--- src/cdl_pkg.sv ---
// Package for the clock discipline loop: word types, codes, state encoding,
// controller/datapath command and status structs. No dependencies.
`default_nettype none
package cdl_pkg;

	localparam int unsigned LockCount = 8;
	localparam int unsigned DivSteps  = 25;
	localparam logic [27:0] PpmScale  = 28'd256000000;

	localparam logic [2:0] SrcWire  = 3'd0;
	localparam logic [2:0] SrcPhc   = 3'd1;
	localparam logic [2:0] SrcGraph = 3'd2;
	localparam logic [2:0] SrcBox   = 3'd3;
	localparam logic [2:0] SrcFree  = 3'd4;

	localparam logic [1:0] StUnlocked = 2'd0;
	localparam logic [1:0] StLocking  = 2'd1;
	localparam logic [1:0] StLocked   = 2'd2;
	localparam logic [1:0] StHoldover = 2'd3;

	localparam logic [2:0] RegRole    = 3'd0;
	localparam logic [2:0] RegNominal = 3'd1;
	localparam logic [2:0] RegSane    = 3'd2;
	localparam logic [2:0] RegGain    = 3'd3;
	localparam logic [2:0] RegMaxCorr = 3'd4;
	localparam logic [2:0] RegSlew    = 3'd5;
	localparam logic [2:0] RegWeight  = 3'd6;
	localparam logic [2:0] RegLockThr = 3'd7;

	typedef struct packed {
		logic [4:0]         sources_present;
		logic signed [23:0] measured_offset;
		logic               sample_valid;
	} in_word_t;

	typedef struct packed {
		logic [2:0]         chosen_source;
		logic [1:0]         lock_status;
		logic signed [23:0] applied_correction;
		logic [24:0]        output_period_ns;
		logic               sample_rejected;
		logic               target_clamped;
		logic [15:0]        change_count;
	} out_word_t;

	typedef enum logic [3:0] {
		S_IDLE, S_SEL, S_MULG, S_TGT, S_MULA, S_AVG, S_LOCK, S_FIN,
		S_MULN, S_DIVI, S_DIV, S_EMIT
	} state_t;

	typedef struct packed {
		logic load;
		logic sel;
		logic mulg;
		logic tgt;
		logic mula;
		logic avg;
		logic lock;
		logic fin;
		logic muln;
		logic div_init;
		logic div_step;
		logic emit;
	} cmd_t;

	typedef struct packed {
		logic loop_go;
		logic stat_zero;
		logic div_last;
	} sts_t;

endpackage
`default_nettype wire

--- src/cdl_ctrl.sv ---
// Sequencing state machine for the clock discipline loop.
// Depends on cdl_pkg; drives commands to cdl_datapath.
`default_nettype none
module cdl_ctrl (
	input  wire logic         clk,
	input  wire logic         arst_n,
	input  wire logic         in_valid,
	output logic              in_ready,
	output logic              out_valid,
	input  wire logic         out_ready,
	input  wire cdl_pkg::sts_t sts,
	output cdl_pkg::cmd_t     cmd
);
	import cdl_pkg::*;

	state_t state_q, state_next;
	logic   out_valid_q;

	always_ff @(posedge clk or negedge arst_n) begin
		if (!arst_n) begin
			state_q     <= S_IDLE;
			out_valid_q <= 1'b0;
		end else begin
			state_q <= state_next;
			if (cmd.emit)
				out_valid_q <= 1'b1;
			else if (out_ready)
				out_valid_q <= 1'b0;
		end
	end

	assign out_valid = out_valid_q;
	assign in_ready  = (state_q == S_IDLE);

	always_comb begin
		state_next = state_q;
		cmd        = '0;
		case (state_q)
			S_IDLE: begin
				if (in_valid) begin
					cmd.load   = 1'b1;
					state_next = S_SEL;
				end
			end
			S_SEL: begin
				cmd.sel    = 1'b1;
				state_next = S_MULG;
			end
			S_MULG: begin
				// The selection outcome is registered during the select step.
				if (sts.loop_go) begin
					cmd.mulg   = 1'b1;
					state_next = S_TGT;
				end else begin
					state_next = S_FIN;
				end
			end
			S_TGT: begin
				cmd.tgt    = 1'b1;
				state_next = S_MULA;
			end
			S_MULA: begin
				cmd.mula   = 1'b1;
				state_next = S_AVG;
			end
			S_AVG: begin
				cmd.avg    = 1'b1;
				state_next = S_LOCK;
			end
			S_LOCK: begin
				cmd.lock   = 1'b1;
				state_next = S_FIN;
			end
			S_FIN: begin
				cmd.fin    = 1'b1;
				state_next = sts.stat_zero ? S_EMIT : S_MULN;
			end
			S_MULN: begin
				cmd.muln   = 1'b1;
				state_next = S_DIVI;
			end
			S_DIVI: begin
				cmd.div_init = 1'b1;
				state_next   = S_DIV;
			end
			S_DIV: begin
				cmd.div_step = 1'b1;
				if (sts.div_last)
					state_next = S_EMIT;
			end
			S_EMIT: begin
				if (!out_valid_q || out_ready) begin
					cmd.emit   = 1'b1;
					state_next = S_IDLE;
				end
			end
			default: state_next = S_IDLE;
		endcase
	end
endmodule
`default_nettype wire

--- src/cdl_datapath.sv ---
// Datapath of the clock discipline loop: configuration registers, loop state,
// shared multiplier register, bit-serial period divider. Depends on cdl_pkg.
`default_nettype none
module cdl_datapath #(
	parameter int unsigned LockRuns = cdl_pkg::LockCount
) (
	input  wire logic              clk,
	input  wire logic              arst_n,
	input  wire logic              cfg_we,
	input  wire logic [2:0]        cfg_index,
	input  wire logic [23:0]       cfg_data,
	input  wire cdl_pkg::in_word_t in_data,
	output cdl_pkg::out_word_t     out_data,
	input  wire cdl_pkg::cmd_t     cmd,
	output cdl_pkg::sts_t          sts
);
	import cdl_pkg::*;

	logic        role_q;
	logic [23:0] nominal_q;
	logic [22:0] sane_q, maxc_q, slew_q, thr_q;
	logic [15:0] gain_q, weight_q;

	in_word_t           in_q;
	logic [2:0]         src_q, last_src_q;
	logic [1:0]         stat_q, last_stat_q;
	logic signed [23:0] corr_q;
	logic [23:0]        avg_q, mag_q;
	logic               ever_q, loop_q, rej_q, clamp_q;
	logic [7:0]         run_q;
	logic [15:0]        chg_q;
	logic signed [24:0] resid_q;
	logic signed [41:0] prod_q;
	logic [51:0]        num_q;
	logic [29:0]        dvs_q, rem_q;
	logic [24:0]        dvd_q, quo_q;
	logic [4:0]         cnt_q;
	out_word_t          out_q;

	// Configuration writes.
	always_ff @(posedge clk or negedge arst_n) begin
		if (!arst_n) begin
			role_q    <= 1'b0;
			nominal_q <= 24'd1000000;
			sane_q    <= 23'd2560000;
			gain_q    <= 16'd16384;
			maxc_q    <= 23'd128000;
			slew_q    <= 23'd2560;
			weight_q  <= 16'd8192;
			thr_q     <= 23'd1280;
		end else if (cfg_we) begin
			case (cfg_index)
				RegRole:    role_q    <= cfg_data[0];
				RegNominal: nominal_q <= cfg_data;
				RegSane:    sane_q    <= cfg_data[22:0];
				RegGain:    gain_q    <= cfg_data[15:0];
				RegMaxCorr: maxc_q    <= cfg_data[22:0];
				RegSlew:    slew_q    <= cfg_data[22:0];
				RegWeight:  weight_q  <= cfg_data[15:0];
				RegLockThr: thr_q     <= cfg_data[22:0];
				default: ;
			endcase
		end
	end

	// Reference selection.
	logic [2:0] pick;
	always_comb begin
		if (role_q)
			pick = in_q.sources_present[0] ? SrcWire : SrcFree;
		else if (in_q.sources_present[1])
			pick = SrcPhc;
		else if (in_q.sources_present[2])
			pick = SrcGraph;
		else if (in_q.sources_present[3])
			pick = SrcBox;
		else
			pick = SrcFree;
	end

	logic signed [24:0] meas_x, lim_x;
	logic               sane;
	assign meas_x = 25'(in_q.measured_offset);
	assign lim_x  = $signed({2'b00, sane_q});
	assign sane   = (meas_x > -lim_x) && (meas_x < lim_x);

	// Rounded Q16 scale of the product register.
	logic signed [41:0] prod_rnd;
	logic signed [25:0] scaled;
	assign prod_rnd = prod_q + 42'sd32768;
	assign scaled   = 26'(prod_rnd >>> 16);

	// Target clamp and slew limit.
	logic signed [27:0] target, maxc_x, step, slew_x;
	logic               tgt_hi, tgt_lo;
	logic signed [27:0] target_c, step_c, corr_new;
	assign target = 28'(corr_q) + 28'(scaled);
	assign maxc_x = $signed({5'b0, maxc_q});
	assign slew_x = $signed({5'b0, slew_q});
	assign tgt_hi = target > maxc_x;
	assign tgt_lo = target < -maxc_x;
	always_comb begin
		target_c = tgt_hi ? maxc_x : (tgt_lo ? -maxc_x : target);
		step     = target_c - 28'(corr_q);
		if (step > slew_x)
			step_c = slew_x;
		else if (step < -slew_x)
			step_c = -slew_x;
		else
			step_c = step;
		corr_new = 28'(corr_q) + step_c;
	end

	logic signed [24:0] resid_abs, diff;
	assign resid_abs = resid_q[24] ? -resid_q : resid_q;
	assign diff      = $signed({1'b0, mag_q}) - $signed({1'b0, avg_q});

	logic [7:0] run_nxt;
	always_comb begin
		if (avg_q < {1'b0, thr_q})
			run_nxt = (run_q == 8'hFF) ? run_q : run_q + 8'd1;
		else
			run_nxt = '0;
	end

	// Divider operands.
	logic [28:0] den;
	logic [53:0] dividend;
	logic [30:0] trial;
	logic        fits;
	assign den      = 29'(PpmScale) + 29'(corr_q);
	assign dividend = {1'b0, num_q, 1'b0} + 54'(den);
	assign trial    = {rem_q, dvd_q[24]};
	assign fits     = trial >= {1'b0, dvs_q};

	always_ff @(posedge clk or negedge arst_n) begin
		if (!arst_n) begin
			src_q   <= SrcFree;
			stat_q  <= StUnlocked;
			corr_q  <= '0;
			avg_q   <= '0;
			ever_q  <= 1'b0;
			run_q   <= '0;
			chg_q   <= '0;
			loop_q  <= 1'b0;
			cnt_q   <= '0;
		end else begin
			if (cmd.sel) begin
				src_q <= pick;
				if (pick != src_q)
					run_q <= '0;
				loop_q <= 1'b0;
				if (pick == SrcFree) begin
					stat_q <= ever_q ? StHoldover : StUnlocked;
				end else if (in_q.sample_valid && sane) begin
					loop_q <= 1'b1;
				end else if (stat_q == StUnlocked || stat_q == StHoldover) begin
					stat_q <= StLocking;
				end
			end
			if (cmd.tgt)
				corr_q <= corr_new[23:0];
			if (cmd.avg) begin
				avg_q  <= ever_q ? avg_q + scaled[23:0] : mag_q;
				ever_q <= 1'b1;
			end
			if (cmd.lock) begin
				run_q  <= run_nxt;
				stat_q <= (run_nxt >= 8'(LockRuns)) ? StLocked : StLocking;
			end
			if (cmd.fin && (src_q != last_src_q || stat_q != last_stat_q))
				chg_q <= chg_q + 16'd1;
			if (cmd.div_init)
				cnt_q <= '0;
			else if (cmd.div_step)
				cnt_q <= cnt_q + 5'd1;
		end
	end

	// Payload registers.
	always_ff @(posedge clk) begin
		if (cmd.load)
			in_q <= in_data;
		if (cmd.sel) begin
			last_src_q  <= src_q;
			last_stat_q <= stat_q;
			clamp_q     <= 1'b0;
			rej_q       <= (pick != SrcFree) && in_q.sample_valid && !sane;
			resid_q     <= meas_x - 25'(corr_q);
		end
		if (cmd.mulg)
			prod_q <= $signed({1'b0, gain_q}) * resid_q;
		if (cmd.tgt) begin
			clamp_q <= tgt_hi || tgt_lo;
			mag_q   <= resid_abs[23:0];
		end
		if (cmd.mula)
			prod_q <= $signed({1'b0, weight_q}) * diff;
		if (cmd.muln)
			num_q <= nominal_q * PpmScale;
		if (cmd.div_init) begin
			dvs_q <= {den, 1'b0};
			rem_q <= {1'b0, dividend[53:25]};
			dvd_q <= dividend[24:0];
		end else if (cmd.div_step) begin
			rem_q <= fits ? 30'(trial - {1'b0, dvs_q}) : trial[29:0];
			dvd_q <= {dvd_q[23:0], 1'b0};
			quo_q <= {quo_q[23:0], fits};
		end
		if (cmd.emit) begin
			out_q.chosen_source      <= src_q;
			out_q.lock_status        <= stat_q;
			out_q.applied_correction <= corr_q;
			out_q.output_period_ns   <= (stat_q == StUnlocked) ? {1'b0, nominal_q} : quo_q;
			out_q.sample_rejected    <= rej_q;
			out_q.target_clamped     <= clamp_q;
			out_q.change_count       <= chg_q;
		end
	end

	assign out_data      = out_q;
	assign sts.loop_go   = loop_q;
	assign sts.stat_zero = (stat_q == StUnlocked);
	assign sts.div_last  = (cnt_q == 5'(DivSteps - 1));
endmodule
`default_nettype wire

--- src/clock_discipline_loop_top.sv ---
// After acceptance a word is selected; with a loop update it then passes the gain
// product, target, average product, average and lock steps before the finish step.
// A word that ends unlocked is emitted from there; any other first passes the period
// divider (product, setup and 25 restoring steps). Emission waits while an older result
// is still held. One word at a time: the next is taken once the result is registered.
// Reset: arst_n clears all loop state and restores register defaults at once.
// Top level; depends on cdl_pkg, cdl_ctrl and cdl_datapath.
`default_nettype none
module clock_discipline_loop_top #(
	parameter int unsigned LockRuns = cdl_pkg::LockCount
) (
	input  wire logic               clk,
	input  wire logic               arst_n,
	input  wire logic               in_valid,
	output logic                    in_ready,
	input  wire cdl_pkg::in_word_t  in_data,
	output logic                    out_valid,
	input  wire logic               out_ready,
	output cdl_pkg::out_word_t      out_data,
	input  wire logic               cfg_we,
	input  wire logic [2:0]         cfg_index,
	input  wire logic [23:0]        cfg_data
);
	import cdl_pkg::*;

	// The controller steps one word through selection, the proportional loop,
	// the residual average, lock tracking and the period division, as each word needs them.
	// The result sits in an output register, so a new word is taken while it waits.
	cmd_t cmd;
	sts_t sts;

	cdl_ctrl u_ctrl (
		.clk       (clk),
		.arst_n    (arst_n),
		.in_valid  (in_valid),
		.in_ready  (in_ready),
		.out_valid (out_valid),
		.out_ready (out_ready),
		.sts       (sts),
		.cmd       (cmd)
	);

	// The datapath holds the configuration, the loop state and the divider.
	cdl_datapath #(
		.LockRuns (LockRuns)
	) u_dp (
		.clk       (clk),
		.arst_n    (arst_n),
		.cfg_we    (cfg_we),
		.cfg_index (cfg_index),
		.cfg_data  (cfg_data),
		.in_data   (in_data),
		.out_data  (out_data),
		.cmd       (cmd),
		.sts       (sts)
	);
endmodule
`default_nettype wire
--- config.mk ---
export PLATFORM = sky130hd
export DESIGN_NAME = clock_discipline_loop_top
export DESIGN_NICKNAME = d
export VERILOG_FILES = /design/src/cdl_pkg.sv /design/src/cdl_ctrl.sv /design/src/cdl_datapath.sv /design/src/clock_discipline_loop_top.sv
export SDC_FILE = /design/constraint.sdc
export NUM_CORES = 2
export LEC_CHECK = 0
export ABC_CLOCK_PERIOD_IN_PS = 25300
export BUFFER_PORTS_ARGS = -buffer_cell sky130_fd_sc_hd__buf_2
export CORE_ASPECT_RATIO = 1.5
export CORE_MARGIN = 3
export CORE_UTILIZATION = 55
export DETAILED_ROUTE_END_ITERATION = 6
export PLACE_DENSITY = 0.82
export SLEW_MARGIN = 20
export SYNTH_ARGS = -nofsm -noshare
export SYNTH_HDL_FRONTEND = slang
export SYNTH_HIERARCHICAL = 1
export SYNTH_SLANG_ARGS = --single-unit
export TNS_END_PERCENT = 5
--- constraint.sdc ---
create_clock -name clk -period 25.3 [get_ports clk]
set_clock_uncertainty 0.2 [all_clocks]
set_input_delay 1.265 -clock clk [delete_from_list [all_inputs] [get_ports clk]]
set_output_delay 1.265 -clock clk [all_outputs]
set_load 0.01 [all_outputs]
==> metrics.txt <==
dpl cell area=72,800 sq um; most frequent cells in the layout=inv_1 (1,335), fa_1 (881), nand2_1 (773); crit-path max cell delay=0.60 ns; per-cell routed wire length=21.7 um; status=completed; Hold Path Origin=u_dp/quo_q[16]; Ports=136; CTS tree=built; Yosys cell types=100; # Max-Cap Violations=0; CTS sink cnt=567; DR pass1 iterations=7; design area=74,700 sq um; I/O Buffers=134; CP startpoint=u_dp/prod_q[17]; Gates resized, CTS repair=0; Die Height=443 um; initial antenna violation count=8; Post-Route Utilization=59.4%; area of the multi-input gates=48,400 sq um; critical path endpoint category=register; hold path depth=0; Setup CP Type=register to register; Synth async-reset ratio=42.0%; commonest non-fill, non-tap cell in the layout=inv_1; cts hold-fix bufs=0; register area share after synthesis=22.6%; flops & latches, synth=567; Reg2Reg Depth=71; critical path fanouts, max=48; Reg clk slew, reported paths=0.07 ns; final setup violation count=0; R2R setup slack=8.08 ns; Fillers=10,200; Setup TNS Final=0 ns; Hold WC Path Type=register to register; Overflow after GRT=0; final max-slew violation count=0; crit path time final=17.22 ns; Core ar.=126,000 sq um; die area=132,000 sq um; Remaining DRCs=0; final hold vios=0; crit share post-route=68.0%; share of cells above drive strength 1=7.72%; via density per instance=5.92; cts bufs inserted=56; first-pass GRT wire length=311 mm; Iter 0 DRT Violations=4,319; crit path to=u_dp/corr_q[23]; GPL Wtd Cong=1.02; GRT Util Overall=30.2%; startpoint types=register; FF-to-FF End=u_dp/corr_q[23]; vias in the first global route=57,800; EDFF count, synth=328; nets=9,041; largest net degree at the start of global routing=102; fmax=58.1 MHz; Antenna Nets Post-Route=0; Total Wirelength=198 mm; WP data arrival=17.56 ns; via count=54,100; Slowest cell on crit path=or4b_4; clock latency on the worst-skew pair=0.67 ns; worst r2r src=u_dp/prod_q[17]; Starting Density=55.7%; Synth warnings=6; Avg Inst Size Synth=9.52 sq um; Post-CTS Setup Repair Bufs=0; Mapped Cells=7,367; Synth Flop Type=edfxtp_1; CP dominant cell by count=a21oi_1; RSZ-0062 raised after global routing=no; Required @ worst endpoint=25.64 ns; Reg area=15,900 sq um; HPWL after DPL=155 mm; Area growth syn-to-layout=6.60%; FP Rows=159; H-tree depth=2; Die Wd=298 um; Bufs on Longest Clock Path=3; clock tree root buffer cell=clkbuf_16; Worst slew margin=13.4%; Mapped Area=70,100 sq um; Worst Tran Pin Value=1.29 ns
==> synthesized netlist by cell type (all sizes together), types with 147 or more instances <==
cell	n	share of area, %
edfxtp	328	14
fa	881	25
and2	313	2.8
nor2	299	1.6
dfrtp	213	7.6
mux2	147	2.4
nand2	774	4.1
inv	1336	7.2
a21oi	314	2.2
xnor2	289	3.6
ha	698	12
o21ai	265	1.9
clkbuf	215	1.2
==> worst max-delay path: cells and delay by family, from the launching register on <==
kind,cells,cell delay [ns]
adders and majority gates,5,1.52
buffers and inverters,3,1.04
xor gates and xnor gates,4,0.95
DFF,1,0.39
AOI/OAI and AO/OA,35,7.60
muxes,1,0.39
and+or+nand+nor,23,4.93
==> kinds of logic (layout without fill, tap and decap cells) <==
family | Yosys count | after routing | synth area share [%]
simple gates | 1977 | 1977 | 13.7
buf+inv | 1589 | 1667 | 8.57
fa+ha+maj | 1582 | 1582 | 37.7
compound gates | 1085 | 1085 | 9.79
flops | 567 | 567 | 22.6
xor+xnor | 382 | 382 | 4.79
mux | 183 | 183 | 2.87
other cells | 2 | 10 | 0.0107
==> flip-flops by register name, summed over array words and instances (netlist names), 5 cells and up <==
| register | cells |
|---|---|
| u_dp/out_data | 72 |
| u_dp/sane_q | 23 |
| u_dp/thr_q | 23 |
| u_dp/run_q | 8 |
| u_dp/in_q | 29 |
| u_dp/resid_q | 25 |
| u_dp/nominal_q | 24 |
| u_dp/avg_q | 24 |
| u_dp/chg_q | 16 |
| u_dp/prod_q | 27 |
| u_dp/slew_q | 23 |
| u_dp/gain_q | 16 |
| u_dp/mag_q | 24 |
| u_dp/cnt_q | 5 |
| u_dp/num_q | 38 |
| u_dp/weight_q | 16 |
| u_dp/rem_q | 30 |
| u_dp/dvd_q | 25 |
| u_dp/corr_q | 24 |
| u_dp/dvs_q | 27 |
| u_dp/maxc_q | 23 |
| u_dp/quo_q | 25 |
==> how the worst min path moves through the flow <==
| stage | end | slack [ns] |
|---|---|---|
| floorplan | u_dp/out_data[16] | 0.20 |
| global placement | u_dp/quo_q[18] | 0.23 |
| detailed placement | u_dp/quo_q[14] | 0.23 |
| CTS | u_dp/quo_q[17] | 0.24 |
| global route | u_dp/out_data[17] | 0.26 |
| finish | u_dp/quo_q[17] | 0.24 |
==> cell type report <==
cell class / instances / area share, %
inverter: 1337 / 6.71
clock buffer: 61 / 1.96
timing repair buffer: 225 / 1.83
clock inverter: 44 / 0.634
antenna: 6 / 0.0201
multi-input combinational: 5213 / 64.8
sequential: 567 / 21.2
tap: 1690 / 2.83
==> metal layers <==
layer	GRT usage (%)	routed length [um]
met1	32.6	66800
met5	0	24
met2	52.3	97900
met3	4.44	13600
met4	25.1	20000
==> through the flow <==
stage / setup WS (ns) / hold WS [ns] / instances
5_1_grt: 7.17 / 0.258 / 9138
6_report: 8.08 / 0.243 / 9143
4_1_cts: 8.47 / 0.244 / 9137
2_1_floorplan: 11.46 / 0.200 / 7369
3_3_place_gp: 8.78 / 0.225 / 9032
3_5_place_dp: 8.56 / 0.234 / 9032
Power is not shown: default switching activity piles up to over one toggle a cycle in this logic, so the estimate is an artifact.
